File: src/rtl/core/nmea_pkg.sv
// Shared widths, operation codes and controller/datapath interface types.
`timescale 1ns / 1ps
`default_nettype none
package nmea_pkg;

  localparam int ValW   = 16;  // Q3.12 sample width
  localparam int ErrW   = 32;  // Q16.16 error width
  localparam int SumW   = 37;  // sum of values
  localparam int SqW    = 51;  // sum of squares
  localparam int CrossW = 52;  // sum of cross products
  localparam int DiffW  = 53;  // sum of squared differences
  localparam int TotW   = 48;  // running total of best errors
  localparam int WideW  = 74;  // covariance and variance terms
  localparam int MaW    = 37;  // serial multiplier: scanned operand
  localparam int MbW    = 52;  // serial multiplier: shifted operand
  localparam int MpW    = 89;  // serial multiplier: product
  localparam int RootW  = 36;  // square root result
  localparam int RadW   = 72;  // square root radicand
  localparam int SremW  = 38;  // square root remainder
  localparam int NumW   = 88;  // divider numerator and quotient
  localparam int DenW   = 74;  // divider denominator
  localparam int IterW  = 7;   // iteration counter
  localparam int CfgIdxW = 2;

  localparam logic [CfgIdxW-1:0] CFG_MODE     = 2'd0;
  localparam logic [CfgIdxW-1:0] CFG_CLAMP_LO = 2'd1;
  localparam logic [CfgIdxW-1:0] CFG_CLAMP_HI = 2'd2;

  typedef logic [3:0] op_t;

  localparam op_t OP_RM_DIV   = 4'd0;
  localparam op_t OP_RM_SQRT  = 4'd1;
  localparam op_t OP_MUL_NSGR = 4'd2;
  localparam op_t OP_MUL_SGSR = 4'd3;
  localparam op_t OP_MUL_NSGG = 4'd4;
  localparam op_t OP_MUL_SGSG = 4'd5;
  localparam op_t OP_MUL_NSRR = 4'd6;
  localparam op_t OP_MUL_SRSR = 4'd7;
  localparam op_t OP_SQRT_VG  = 4'd8;
  localparam op_t OP_SQRT_VR  = 4'd9;
  localparam op_t OP_MUL_DEN  = 4'd10;
  localparam op_t OP_DIV_CC   = 4'd11;
  localparam op_t OP_DIV_AVG  = 4'd12;

  typedef struct packed {
    logic load;   // capture the input item
    logic acc;    // fold the captured item into the pair sums
    logic start;  // launch op on the serial units
    op_t  op;
    logic best;   // merge pair error into the best, clear pair sums
    logic tally;  // close the tensor
    logic emit;   // load the output register
  } dp_cmd_t;

  typedef struct packed {
    logic last_el;
    logic last_smp;
    logic last_ten;
    logic mode;
    logic done;
    logic out_busy;
  } dp_sts_t;

endpackage
`default_nettype wire

File: src/rtl/core/nmea_ctrl.sv
// Sequencing state machine for item intake, error computation and result output.
`timescale 1ns / 1ps
`default_nettype none
module nmea_ctrl (
  input  wire logic              clk_i,
  input  wire logic              rst_ni,
  input  wire logic              in_valid_i,
  output logic                   in_stall_o,
  input  wire nmea_pkg::dp_sts_t sts_i,
  output nmea_pkg::dp_cmd_t      cmd_o
);

  localparam logic [2:0] ST_IDLE  = 3'd0;
  localparam logic [2:0] ST_ACC   = 3'd1;
  localparam logic [2:0] ST_ISSUE = 3'd2;
  localparam logic [2:0] ST_WAIT  = 3'd3;
  localparam logic [2:0] ST_BEST  = 3'd4;
  localparam logic [2:0] ST_TALLY = 3'd5;
  localparam logic [2:0] ST_EMIT  = 3'd6;

  logic [2:0]      state_q, state_d;
  nmea_pkg::op_t   op_q, op_d;

  function automatic nmea_pkg::op_t next_op(input nmea_pkg::op_t op);
    nmea_pkg::op_t nxt;
    case (op)
      nmea_pkg::OP_RM_DIV:   nxt = nmea_pkg::OP_RM_SQRT;
      nmea_pkg::OP_MUL_NSGR: nxt = nmea_pkg::OP_MUL_SGSR;
      nmea_pkg::OP_MUL_SGSR: nxt = nmea_pkg::OP_MUL_NSGG;
      nmea_pkg::OP_MUL_NSGG: nxt = nmea_pkg::OP_MUL_SGSG;
      nmea_pkg::OP_MUL_SGSG: nxt = nmea_pkg::OP_MUL_NSRR;
      nmea_pkg::OP_MUL_NSRR: nxt = nmea_pkg::OP_MUL_SRSR;
      nmea_pkg::OP_MUL_SRSR: nxt = nmea_pkg::OP_SQRT_VG;
      nmea_pkg::OP_SQRT_VG:  nxt = nmea_pkg::OP_SQRT_VR;
      nmea_pkg::OP_SQRT_VR:  nxt = nmea_pkg::OP_MUL_DEN;
      nmea_pkg::OP_MUL_DEN:  nxt = nmea_pkg::OP_DIV_CC;
      default:               nxt = nmea_pkg::OP_RM_DIV;
    endcase
    return nxt;
  endfunction

  always_comb begin
    state_d    = state_q;
    op_d       = op_q;
    cmd_o      = '0;
    cmd_o.op   = op_q;
    in_stall_o = 1'b1;
    case (state_q)
      ST_IDLE: begin
        in_stall_o = 1'b0;
        if (in_valid_i) begin
          cmd_o.load = 1'b1;
          state_d    = ST_ACC;
        end
      end
      ST_ACC: begin
        cmd_o.acc = 1'b1;
        if (!sts_i.last_el) begin
          state_d = ST_IDLE;
        end else begin
          op_d    = sts_i.mode ? nmea_pkg::OP_MUL_NSGR : nmea_pkg::OP_RM_DIV;
          state_d = ST_ISSUE;
        end
      end
      ST_ISSUE: begin
        cmd_o.start = 1'b1;
        state_d     = ST_WAIT;
      end
      ST_WAIT: begin
        if (sts_i.done) begin
          if (op_q == nmea_pkg::OP_RM_SQRT || op_q == nmea_pkg::OP_DIV_CC) begin
            state_d = ST_BEST;
          end else if (op_q == nmea_pkg::OP_DIV_AVG) begin
            state_d = ST_EMIT;
          end else begin
            op_d    = next_op(op_q);
            state_d = ST_ISSUE;
          end
        end
      end
      ST_BEST: begin
        cmd_o.best = 1'b1;
        state_d    = sts_i.last_smp ? ST_TALLY : ST_IDLE;
      end
      ST_TALLY: begin
        cmd_o.tally = 1'b1;
        if (sts_i.last_ten) begin
          op_d    = nmea_pkg::OP_DIV_AVG;
          state_d = ST_ISSUE;
        end else begin
          state_d = ST_EMIT;
        end
      end
      ST_EMIT: begin
        // hold until the output register frees up
        if (!sts_i.out_busy) begin
          cmd_o.emit = 1'b1;
          state_d    = ST_IDLE;
        end
      end
      default: state_d = ST_IDLE;
    endcase
  end

  always_ff @(posedge clk_i or negedge rst_ni) begin
    if (!rst_ni) begin
      state_q <= ST_IDLE;
      op_q    <= nmea_pkg::OP_RM_DIV;
    end else begin
      state_q <= state_d;
      op_q    <= op_d;
    end
  end

endmodule
`default_nettype wire

File: config.mk
export PLATFORM = sky130hd
export DESIGN_NAME = nmea_ctrl
export DESIGN_NICKNAME = d
export VERILOG_FILES = /design/src/rtl/core/nmea_pkg.sv /design/src/rtl/core/nmea_ctrl.sv
export SDC_FILE = /design/constraint.sdc
export NUM_CORES = 1
export LEC_CHECK = 0
export ABC_AREA = 1
export BUFFER_PORTS_ARGS = -buffer_cell sky130_fd_sc_hd__buf_2
export CAP_MARGIN = 20
export CORE_AREA = 2 2 42 44
export DETAILED_ROUTE_END_ITERATION = 10
export DIE_AREA = 0 0 44 46
export PLACE_DENSITY = 0.68
export SLEW_MARGIN = 5
export SYNTH_ARGS = -nofsm -noshare
export SYNTH_HDL_FRONTEND = slang
export SYNTH_SLANG_ARGS = --single-unit
File: constraint.sdc
create_clock -name clk_i -period 1.5 [get_ports clk_i]
set_input_delay 0.15 -clock clk_i [delete_from_list [all_inputs] [get_ports clk_i]]
set_output_delay 0.15 -clock clk_i [all_outputs]
set_load 0.005 [all_outputs]
==> reports/summary.md, run 1 <==
The flow ran to the end, and the final reports show no timing, DRC or antenna violations. The logs give 0.515 nW for the cell leakage power and 1610 µm² for the core footprint. TritonCTS built the clock tree. Along the worst path, the maximum fanout reaches 5. STA puts the critical path data required time at 1.69 ns.

The worst setup path category is register to register. After synthesis, the mean cell area works out to 6.16 µm². The number of placed instances, taps included, is 142. The run gives 12 as the pin count of the biggest net entering global routing. The first global-routing pass estimated 2.61 mm of wire. The total track usage came out at 0.179. The count of cells in the finished layout, fillers not included, comes to 150. VDD sags by at most 0.709 mV. For the finished layout, the period the worst path requires is 1.43 ns. No sink is reached through more buffers than the 2 on the longest clock path. The placer congestion estimate is 0.795, and the horizontal die dimension is 44 µm. The mapped netlist covers 666 µm². The final max-slew violation count was 0; the ratio of final minimum period to clock period was 0.952. In this run the count of I/O pins placed on the die edge is 20. The detailed-placement wirelength estimate is 1.27 mm, and the number of nets with antenna violations after routing is 0.

The tools report the count of vias placed by the detailed router as 728. The critical path goes through inv_2 > ha_4 > nor2_2 > nor2_2 > nand3_1 > nand2_2 > inv_2 > nand2_2 > nand2_1 > nand2_1. The number of clock sinks came out at 7.

On the worst path, the slowest cell contributes a delay of 0.44 ns. The clock-pin slew of the registers on the worst-case setup and hold paths is 0.06 ns. The worst setup path is launched from a register. The library cell used most frequently in the layout, excluding fill and tap cells, is nand2_1. Compared with the post-synthesis result, the final layout area differs by 29.5%.

The run gives 0 as the final hold violation count. The placed instances occupy a cell area of 774 µm². Counting both buffers and inverters, the worst setup path holds a total of 2. The number of design-rule violations left by the first detailed-router iteration was 20.

The worst slew margin relative to its limit was 0.767; the number of buffers added on ports was 19. Setup violations remaining at the end of the flow were counted as 0. The tools report the root buffer selected by CTS as clkbuf_4. The run gives 0 as the number of diodes. Number of max-cap violations: 0.

In the layout the commonest cells are nand2_1, buf_2, inv_1, nor2_1, nand3_1. The tools report the multi-input combinational cell area as 433 µm². At the pin with the least slew margin, the transition time is 0.350 ns. Number of fill cells in the layout: 163. The starting density of the core came out at 0.412.

Broken down by cell family, the worst path's largest delay share belongs to simple AND/OR/NAND/NOR gates. The tools report the kind of end point of the critical path as a register. The number of antenna violations at the first check in global routing was 0; the minimum setup slack among reg-to-reg paths was 0.07 ns. In this run the vertical extent of the chip is 46 µm. Overall die area: 2020 µm². For the sequential standard cell area, the log shows 179 µm².

For this run, the top clock speed supported by timing is 700 MHz. Post-layout net count: 148. The global-route congestion overflow total was 0. Before antenna repair, the detailed router went through 4 iterations. The logs give 0 for the number of warnings printed during yosys synthesis and 1 for the deepest level of the CTS H-tree. STA puts the critical path data arrival time at 1.62 ns.

The power density relative to cell area is 1760 nW/µm², and the clock latency of the later-clocked register in the worst-skew pair is 0.25 ns. The proportion of layout cells with a drive suffix above 1 came out at 0.308. On the final layout, the worst clock skew is 0.00887 ns. Design area: 862 µm². The logs give 15 for the floorplan row count and 0 for the number of design rule violations left after detail routing. In this run the worst hold path is classified as input pin to register. When the netlist entered floorplanning its net count stood at 122. Setup repair after global routing left no endpoint under its margin. After detailed routing, the number of vias per cell comes to 4.85. The detailed-route wire length per cell came out at 10.9 µm. Synthesis produced a netlist whose cell count is 108. After synthesis the netlist holds a flip-flop and latch count of 7.

Sequential cell area fraction in the yosys report: 0.263. The total routed wirelength is 1.63 mm, and the clock buffer count from CTS is 3. The synthesized netlist contains 20 unique library cells. Cell with the largest stage delay on the worst path: dfrtp_2.

Summed over all failing endpoints, the final setup total negative slack is 0 ns. Via count of the first global-routing pass: 628.
-- tightest hold or removal path, stage by stage --
cell	delay (ns)
buf_2	0.10
nand4_1	0.10
nand2_1	0.06
-- what timing repair did --
item	4_1_cts	5_1_grt
endpoints found under the setup margin	0	6
resized for setup	0	11
hold buffers	1	0
hold endpoints to repair	7	0
buffers inserted	0	3
-- where the power goes --
group | leakage, nW | internal, W | switching, W
Sequential | 0.0869 | 0.000263 | 0.000133
Clock | 0.0150 | 0.000101 | 0.0000696
Combinational | 0.413 | 0.000384 | 0.000565
-- routing by layer --
layer | routed length [µm] | vias up | track usage
met2 | 821 | 29 | 0.318
met1 | 711 | 313 | 0.209
met4 | 0 | 0 | 0.0727
met3 | 100 | 0 | 0.0357
met5 | 0 | - | 0
li1 | - | 386 | -
-- path summary, 6_finish.rpt --
kind / from / endpoint / depth (start not counted)
worst max-delay path: op_q[1]$_DFFE_PN0P_ / op_q[2]$_DFFE_PN0P_ / 10
worst min-delay path: sts_i[0] / state_q[2]$_DFFE_PN0P_ / 3
worst max register to register: op_q[1]$_DFFE_PN0P_ / op_q[2]$_DFFE_PN0P_ / 10
worst min register to register: op_q[0]$_DFFE_PN0P_ / op_q[0]$_DFFE_PN0P_ / 2
max in group asynchronous: rst_ni / state_q[2]$_DFFE_PN0P_ / 2
min in group asynchronous: rst_ni / op_q[0]$_DFFE_PN0P_ / 2
-- stage by stage --
stage,utilization,power (W),setup slack (ns),hold WS [ns]
after floorplan,-,0.00100,0.193,-0.146
after global placement,0.480,0.00123,0.110,-0.0136
after detailed placement,0.480,0.00126,0.0262,-0.00760
after CTS,0.502,0.00144,0.0136,0.201
after global routing,0.534,0.00169,0.00370,0.205
final,0.534,0.00152,0.0724,0.211
-- Yosys cell counts --
library cell,number,share of area
nor2_4,2,0.034
nand2_2,2,0.019
a21oi_1,3,0.023
buf_2,2,0.015
dfrtp_1,7,0.26
inv_2,1,0.0056
nor2_1,12,0.068
nand2_1,36,0.20
clkbuf_2,1,0.0075
inv_1,17,0.096
nand3b_1,1,0.011
nor3_1,1,0.0075
o22ai_1,1,0.0094
o21ai_0,3,0.023
nor2_2,1,0.0094
o21bai_1,2,0.023
nand3_1,7,0.053
ha_1,5,0.094
nand4_1,3,0.028
nor4_1,1,0.0094
-- registers in the layout (all words and copies together), names as in the netlist --
signal,cells
op_q,4
state_q,3
-- logic make-up (layout without fill, tap and decap cells) --
kind of cell,count (synthesis),after routing,share of synthesized area
AOI/OAI and AO/OA,9,9,0.0771
and+or+nand+nor,66,66,0.442
DFF,7,7,0.263
buffers and inverters,21,46,0.124
adders and majority gates,5,5,0.0940
-- layout make-up --
| type | instances | share of cell area |
|---|---|---|
| multi-input combinational | 80 | 0.502 |
| sequential | 7 | 0.208 |
| timing repair buffer | 24 | 0.157 |
| inverter | 18 | 0.0784 |
| clock buffer | 4 | 0.0305 |
| tap | 17 | 0.0247 |
Power figures use the tool's default switching activity.
==> inputs of run 2 (changes only) <==
--- a/config.mk
+++ b/config.mk
@@ -8,10 +8,10 @@
 export ABC_AREA = 1
 export BUFFER_PORTS_ARGS = -buffer_cell sky130_fd_sc_hd__buf_2
 export CAP_MARGIN = 20
-export CORE_AREA = 2 2 42 44
+export CORE_AREA = 2 2 40 42
 export DETAILED_ROUTE_END_ITERATION = 10
-export DIE_AREA = 0 0 44 46
-export PLACE_DENSITY = 0.68
+export DIE_AREA = 0 0 42 44
+export PLACE_DENSITY = 0.74
 export SLEW_MARGIN = 5
 export SYNTH_ARGS = -nofsm -noshare
 export SYNTH_HDL_FRONTEND = slang
==> run 2 against run 1 <==
Combinational power decreased by 4.2%. Sequential power is 2% lower. Via count decreased by 2.9%.
==> reports/summary.md, run 2 (synthesis gave the netlist of run 1 again) <==
The tools report the number of endpoints failing setup at the final stage as 0 (unchanged). Leaving out fill and tap cells, the most frequent cell in the layout is nand2_1. The min-delay analysis places its worst path in the category input pin to register.

The number of buffer and inverter stages on the critical path is 2 (unchanged). The maximum single-stage delay on the critical path was 0.51 ns (+0.07 ns). The post-layout net count is 146 (-1.4%), and the placer congestion estimate is 0.824 (+3.7%). The power density relative to cell area was 1750 nW/µm² (-0.28%). The slew at the pin closest to its max-slew limit was 0.337 ns (-0.0135 ns); the number of fill cells in the layout was 141 (-13%).

The time the worst path needs with I/O delays and setup was 1.43 ns (-0.00184 ns). The run finished with clean final reports. The cell leakage power came out at 0.507 nW (-1.5%). The clock latency of the later-clocked register in the worst-skew pair is 0.24 ns (about the same), and the maximum buffer depth of the clock tree is 2 (unchanged).

The total track usage is 0.185 (+0.00643), and the number of ports placed on the die boundary is 20 (unchanged). The number of diodes is 0 (unchanged). The count of vias placed by the detailed router was 707 (-2.9%).

The total routed wirelength is 1.46 mm (-10%), and the clock-pin slew of the registers on the worst-case setup and hold paths is 0.05 ns (about the same). The cell depth of the worst flop-to-flop path was 7 (-3); the via count normalized by instance count was 4.81 (-0.90%). In this run the critical register-to-register path is launched from op_q[0]$_DFFE_PN0P_. Number of buffers added on ports: 19 (unchanged). The core footprint came out at 1420 µm² (-12%). The largest registers in the layout are op_q (4), state_q (3). The cell count of the worst hold path is 3 (unchanged).

For the pin count of the biggest net entering global routing, the log shows 12 (unchanged). The tools report the clock buffer count from CTS as 3 (unchanged). The worst hold path startpoint was in_valid_i. Horizontal die dimension: 42 µm (-4.5%).

The tools report the number of nets with antenna violations after routing as 0 (unchanged). The run gives 1.35 ns (-0.34 ns) as the data required time at the worst endpoint. For the multi-input combinational cell area, the log shows 423 µm² (-2.3%). The detailed-route wire length per cell was 9.95 µm (-8.6%).

The global-route congestion overflow total was 0 (unchanged); the setup skew after layout was 0.00593 ns (-0.00294 ns). Core utilization of the finished layout: 0.588 (+0.0541). First-pass GRT wire length: 2.68 mm (+2.9%). The library cells used most frequently in the layout, excluding fill and tap cells, are nand2_1, buf_2, inv_1, nor2_1, nand3_1.

The tools report the timing startpoint of the critical path as state_q[2]$_DFFE_PN0P_. The worst slew margin relative to its limit is 0.776 (+0.00902), and the highest fanout seen on the critical path is 8 (+3). The number of flip-flops under the largest register name was 4 (unchanged); the final max-slew violation count was 0 (unchanged). The count of TritonRoute iterations in the first routing pass came out at 4 (unchanged).

The gate family responsible for the most delay along the worst path is flip-flops. The number of antenna violations at the first check in global routing is 0 (unchanged). The most flop-heavy register was op_q.

The overall die area is 1850 µm² (-8.7%), and the sequential standard cell area is 178 µm² (-0.70%). The logs give 0.00146 W (-3.5%) for the total power after layout and 1.18 mm (-7.1%) for the detailed-placement wirelength estimate. Proportion of layout cells with a drive suffix above 1: 0.282 (-0.0258). The tools report the number of max-cap violations as 0 (unchanged). The starting density of the core was 0.469 (+0.0567). The deepest level of the CTS H-tree was 1 (unchanged). The via count of the first global-routing pass came out at 647 (+3.0%). From synthesis to final layout, the design area changed by 25.4%.

The tools report the number of placed instances with taps included as 141 (-0.70%). The tools report the floorplan row count as 14 (-1). The kind of end point of the critical path is an output pin.

For the largest vdd supply drop, the log shows 1.10 mV (+55%). The number of design rule violations left after detail routing was 0 (unchanged). The data arrival time at the worst-slack endpoint is 1.28 ns (-0.34 ns). The number of logic stages on the critical path including buffering is 3 (-7). TritonCTS built the clock tree.

The tools report the number of clock sinks as 7 (unchanged). The highest attainable clock frequency came out at 701 MHz (+0.13%). Die span in y: 44 µm (-4.3%).

The element type at the critical path start is a register. The ratio of final minimum period to clock period came out at 0.951 (-0.00123). The signal on the critical path passes through inv_1 > nor4_1 > buf_2.

The final hold violation count came out at 0 (unchanged). The tools report the root buffer selected by CTS as clkbuf_4. The critical path is of the register to output pin type. The number of design-rule violations left by the first detailed-router iteration was 13 (-35%); the non-filler instance count after layout was 147 (-2.0%).

The cell with the largest stage delay on the worst path was dfrtp_1.
run 2: cell count changes in the layout (fill, tap and decap cells not counted), sizes merged:
cell,change
buf,-2
run 2: path summary, 6_finish.rpt:
| check | endpoint | slack, ns |
|---|---|---|
| min in group asynchronous | op_q[2]$_DFFE_PN0P_ | 0.27 |
| worst min register to register | op_q[0]$_DFFE_PN0P_ | 0.56 |
| worst min-delay path | state_q[1]$_DFFE_PN0P_ | 0.21 |
| worst max-delay path | cmd_o[0] | 0.07 |
| worst max register to register | state_q[1]$_DFFE_PN0P_ | 0.13 |
| max in group asynchronous | op_q[1]$_DFFE_PN0P_ | 1.06 |
run 2: final cells by class:
cell class              count  area share
multi-input cells          80       0.507
flip-flops and latches      7       0.213
repair buffers             22       0.144
inverters                  18      0.0810
clock buffers               4      0.0315
well taps                  16      0.0240
run 2: per-layer routing:
layer,global-route usage,wire length (µm),vias to the layer above
met3,0.0375,64,0
met5,0,0,-
met1,0.246,712,300
li1,-,-,384
met2,0.322,686,23
met4,0.0194,0,0
run 2: tightest hold or removal path, delay by kind of cell:
family / cells / cell delay, ns
compound gates: 1 / 0.13
buf+inv: 1 / 0.08
simple gates: 1 / 0.05
run 2: metrics by stage:
| stage | TNS, ns | hold slack, ns | setup slack (ns) | area [µm²] |
|---|---|---|---|---|
| after global routing | -0.00468 | 0.235 | -0.00356 | 835 |
| after detailed placement | 0 | -0.0126 | 0.0786 | 773 |
| after CTS | 0 | 0.208 | 0.0673 | 810 |
| after floorplan | 0 | -0.146 | 0.193 | 666 |
| final | 0 | 0.209 | 0.0742 | 835 |
| after global placement | 0 | -0.0142 | 0.131 | 773 |
run 2: power by group:
part	leakage [nW]	internal (W)	total (W)	switching [W]
Combinational	0.403	0.000364	0.000909	0.000545
Sequential	0.0886	0.000262	0.000390	0.000128
Clock	0.0150	0.000101	0.000165	0.0000642
Total	0.507	0.000727	0.00146	0.000737
run 2: timing repair:
action	in CTS	in global routing
hold buffers	1	0
setup endpoints to repair	0	5
resized for setup	0	8
buffers inserted	0	1
hold endpoints to repair	7	0
==> inputs of run 3 (changes only) <==
--- a/config.mk
+++ b/config.mk
@@ -11,7 +11,9 @@
 export CORE_AREA = 2 2 40 42
 export DETAILED_ROUTE_END_ITERATION = 10
 export DIE_AREA = 0 0 42 44
+export GPL_ROUTABILITY_DRIVEN = 0
 export PLACE_DENSITY = 0.74
+export REMOVE_ABC_BUFFERS = 1
 export SLEW_MARGIN = 5
 export SYNTH_ARGS = -nofsm -noshare
 export SYNTH_HDL_FRONTEND = slang
==> run 3 against run 2 <==
Sequential share of layout area up 0.58 points. Design area down 1.9%. Maximum frequency up 1.7%. Highest routed layer is now met4. First-iteration DRC count up 120%. Global-route usage down 1.2 points. Die area unchanged. Core utilization down 1.1 points. Power down 2.0%. Worst setup slack better by 0.024 ns. Via count up 3.1%.
==> reports/summary.md, run 3 (synthesis gave the netlist of run 1 again) <==
The flow ran to the end, and the final reports show no timing, DRC or antenna violations. The routing usage on met3 is 0.0292 (-0.00833), and the detailed-placement wirelength estimate is 1.16 mm (-1.3%). The tools report the number of ports placed on the die boundary as 20 (unchanged). The tree is rooted in a clkbuf_4. The logs give 0.212 (-0.0337) for the met1 track demand over resource and 0 (unchanged) for the final max-slew violation count. The tools report the worst hold path startpoint as in_valid_i. The largest vdd supply drop is 0.929 mV (-16%). Core footprint: 1420 µm² (unchanged). Walking the worst path, the cells encountered are inv_1 > nor4_1 > buf_2. The data required time at the worst endpoint was 1.35 ns (about the same); the final hold violation count was 0 (unchanged).

The floorplan row count came out at 14 (unchanged). Gate family responsible for the most delay along the worst path: flip-flops. The highest fanout seen on the critical path is 8 (unchanged), and the count of vias placed by the detailed router is 729 (+3.1%). The power density relative to cell area is 1750 nW/µm² (about the same), and the number of nets with antenna violations after routing is 0 (unchanged). The startpoint identified for the worst register-to-register timing path is op_q[1]$_DFFE_PN0P_. The number of endpoints failing setup at the final stage is 0 (unchanged). The run gives 2 (unchanged) as the maximum buffer depth of the clock tree.

Tracing the worst setup path back leads to its startpoint at state_q[2]$_DFFE_PN0P_. Final-layout worst hold slack: 0.193 ns (-0.0169 ns). In the layout the commonest cells are nand2_1, buf_2, inv_1, nor2_1, nand3_1. The cell leakage power was 0.502 nW (-0.90%); the slew at the pin closest to its max-slew limit was 0.309 ns (-0.0273 ns). The number of fill cells in the layout came out at 146 (+3.5%). More flip-flops sit in one register than any other, and that register is op_q. The number of buffer and inverter stages on the critical path was 2 (unchanged); the number of clock sinks was 7 (unchanged). Maximum single-stage delay on the critical path: 0.50 ns (about the same). The non-filler instance count after layout came out at 146 (-0.68%). The total track usage is 0.173 (-0.0117).

Among all stages on the critical path, the largest delay is contributed by dfrtp_1. The number of placed instances with taps included was 140 (-0.71%); the ratio of final minimum period to clock period was 0.934 (-0.0162). The number of design-rule violations left by the first detailed-router iteration came out at 29 (+16). First-pass GRT wire length: 2.35 mm (-12%). The largest registers in the layout are op_q (4), state_q (3). The post-layout net count came out at 145 (-0.68%). The via count normalized by instance count works out to 4.99 (+3.8%). Met2 track utilization from global routing: 0.275 (-0.0469). The library cell used most frequently in the layout, excluding fill and tap cells, is nand2_1.

The number of antenna violations at the first check in global routing was 0 (unchanged); the proportion of layout cells with a drive suffix above 1 was 0.262 (-0.0209). The global-route congestion overflow total is 0 (unchanged). Clock latency of the later-clocked register in the worst-skew pair: 0.25 ns (about the same).

The number of flip-flops under the largest register name came out at 4 (unchanged). The area growth from synthesis to layout works out to 22.9%. The worst setup path is launched from a register. The count of TritonRoute iterations in the first routing pass was 4 (unchanged); the time the worst path needs with I/O delays and setup was 1.40 ns (-0.0243 ns). The number of buffers added on ports was 19 (unchanged). After global routing, the most crowded layer is met2.

Highest attainable clock frequency: 714 MHz (+1.7%). The number of design rule violations left after detail routing is 0 (unchanged). The die span in y was 44 µm (unchanged).

For the number of max-cap violations, the log shows 0 (unchanged). The run gives 0 (unchanged) as the number of diodes. The setup skew after layout was 0.00294 ns (-0.00299 ns); the via count of the first global-routing pass was 605 (-6.5%).

The clock-pin slew of the registers on the worst-case setup and hold paths was 0.05 ns (about the same); the final total negative setup slack was 0 ns (unchanged). For the data arrival time at the worst-slack endpoint, the log shows 1.25 ns (-0.03 ns). The tools report the kind of end point of the critical path as an output pin. The clock buffer count from CTS is 3 (unchanged), and the total routed wirelength is 1.42 mm (-2.9%).

The starting density of the core came out at 0.469 (unchanged). The tools report the minimum setup slack among reg-to-reg paths as 0.12 ns (about the same). The horizontal die dimension works out to 42 µm (unchanged). Worst setup path category: register to output pin. The deepest level of the CTS H-tree was 1 (unchanged); the overall die area was 1850 µm² (unchanged). Path class of the lowest-slack min-delay path: input pin to register. TritonCTS built the clock tree.

The worst slew margin relative to its limit is 0.794 (+0.0182). The detailed-route wire length per cell works out to 9.73 µm (-2.2%). The tools report the pin count of the biggest net entering global routing as 12 (unchanged).
==> run 3: cell types whose count changed in the layout (fill, tap and decap cells not counted), sizes merged <==
cell | previous run | this run
buf | 21 | 20
==> run 3: final cells by class <==
type | count | area, µm² | share of cell area
clock buffers | 4 | 26.3 | 0.0321
inverters | 18 | 67.6 | 0.0826
repair buffers | 21 | 113 | 0.138
flip-flops and latches | 7 | 179 | 0.219
well taps | 16 | 20.0 | 0.0245
multi-input cells | 80 | 413 | 0.505
==> run 3: power breakdown <==
group          switching, W  internal, W
clock network     0.0000628     0.000101
registers          0.000125     0.000265
logic              0.000538     0.000343
==> run 3: layer usage <==
layer / routed length [µm] / share of wire
met1: 642 / 0.45
met2: 680 / 0.48
met3: 58 / 0.041
met4: 40 / 0.028
met5: 0 / 0
==> run 3: worst register-to-register path, cell delays in order, from the launching register on <==
cell and delay, ns:
dfrtp_2 0.43, inv_2 0.07, ha_1 0.13, nor2_1 0.04, nor2_1 0.16, nand3_1 0.13
nand2_2 0.13, inv_2 0.04, nand2_2 0.07, nand2_1 0.05, nand2_1 0.07
==> run 3: path summary, 6_finish.rpt <==
kind | endpoint | depth (start not counted)
hold / removal | state_q[1]$_DFFE_PN0P_ | 3
max in group asynchronous | state_q[0]$_DFFE_PN0P_ | 2
hold reg to reg | op_q[0]$_DFFE_PN0P_ | 2
min in group asynchronous | state_q[2]$_DFFE_PN0P_ | 2
setup reg to reg | op_q[2]$_DFFE_PN0P_ | 10
setup / recovery | cmd_o[0] | 3
==> run 3: repair_timing <==
action | in CTS | in global routing
hold endpoints to repair | 7 | 0
endpoints found under the setup margin | 0 | 5
resized for setup | 0 | 6
setup buffers | 0 | 1
hold buffers | 1 | 0
==> run 3: metrics by stage <==
step / power (W) / util / setup WS, ns / area, µm²
floorplan: 0.000986 / - / 0.190 / 651
global placement: 0.00121 / 0.540 / 0.0864 / 766
detailed placement: 0.00123 / 0.540 / 0.0798 / 766
CTS: 0.00141 / 0.565 / 0.0589 / 802
global route: 0.00160 / 0.577 / -0.000390 / 818
finish: 0.00144 / 0.577 / 0.0985 / 818
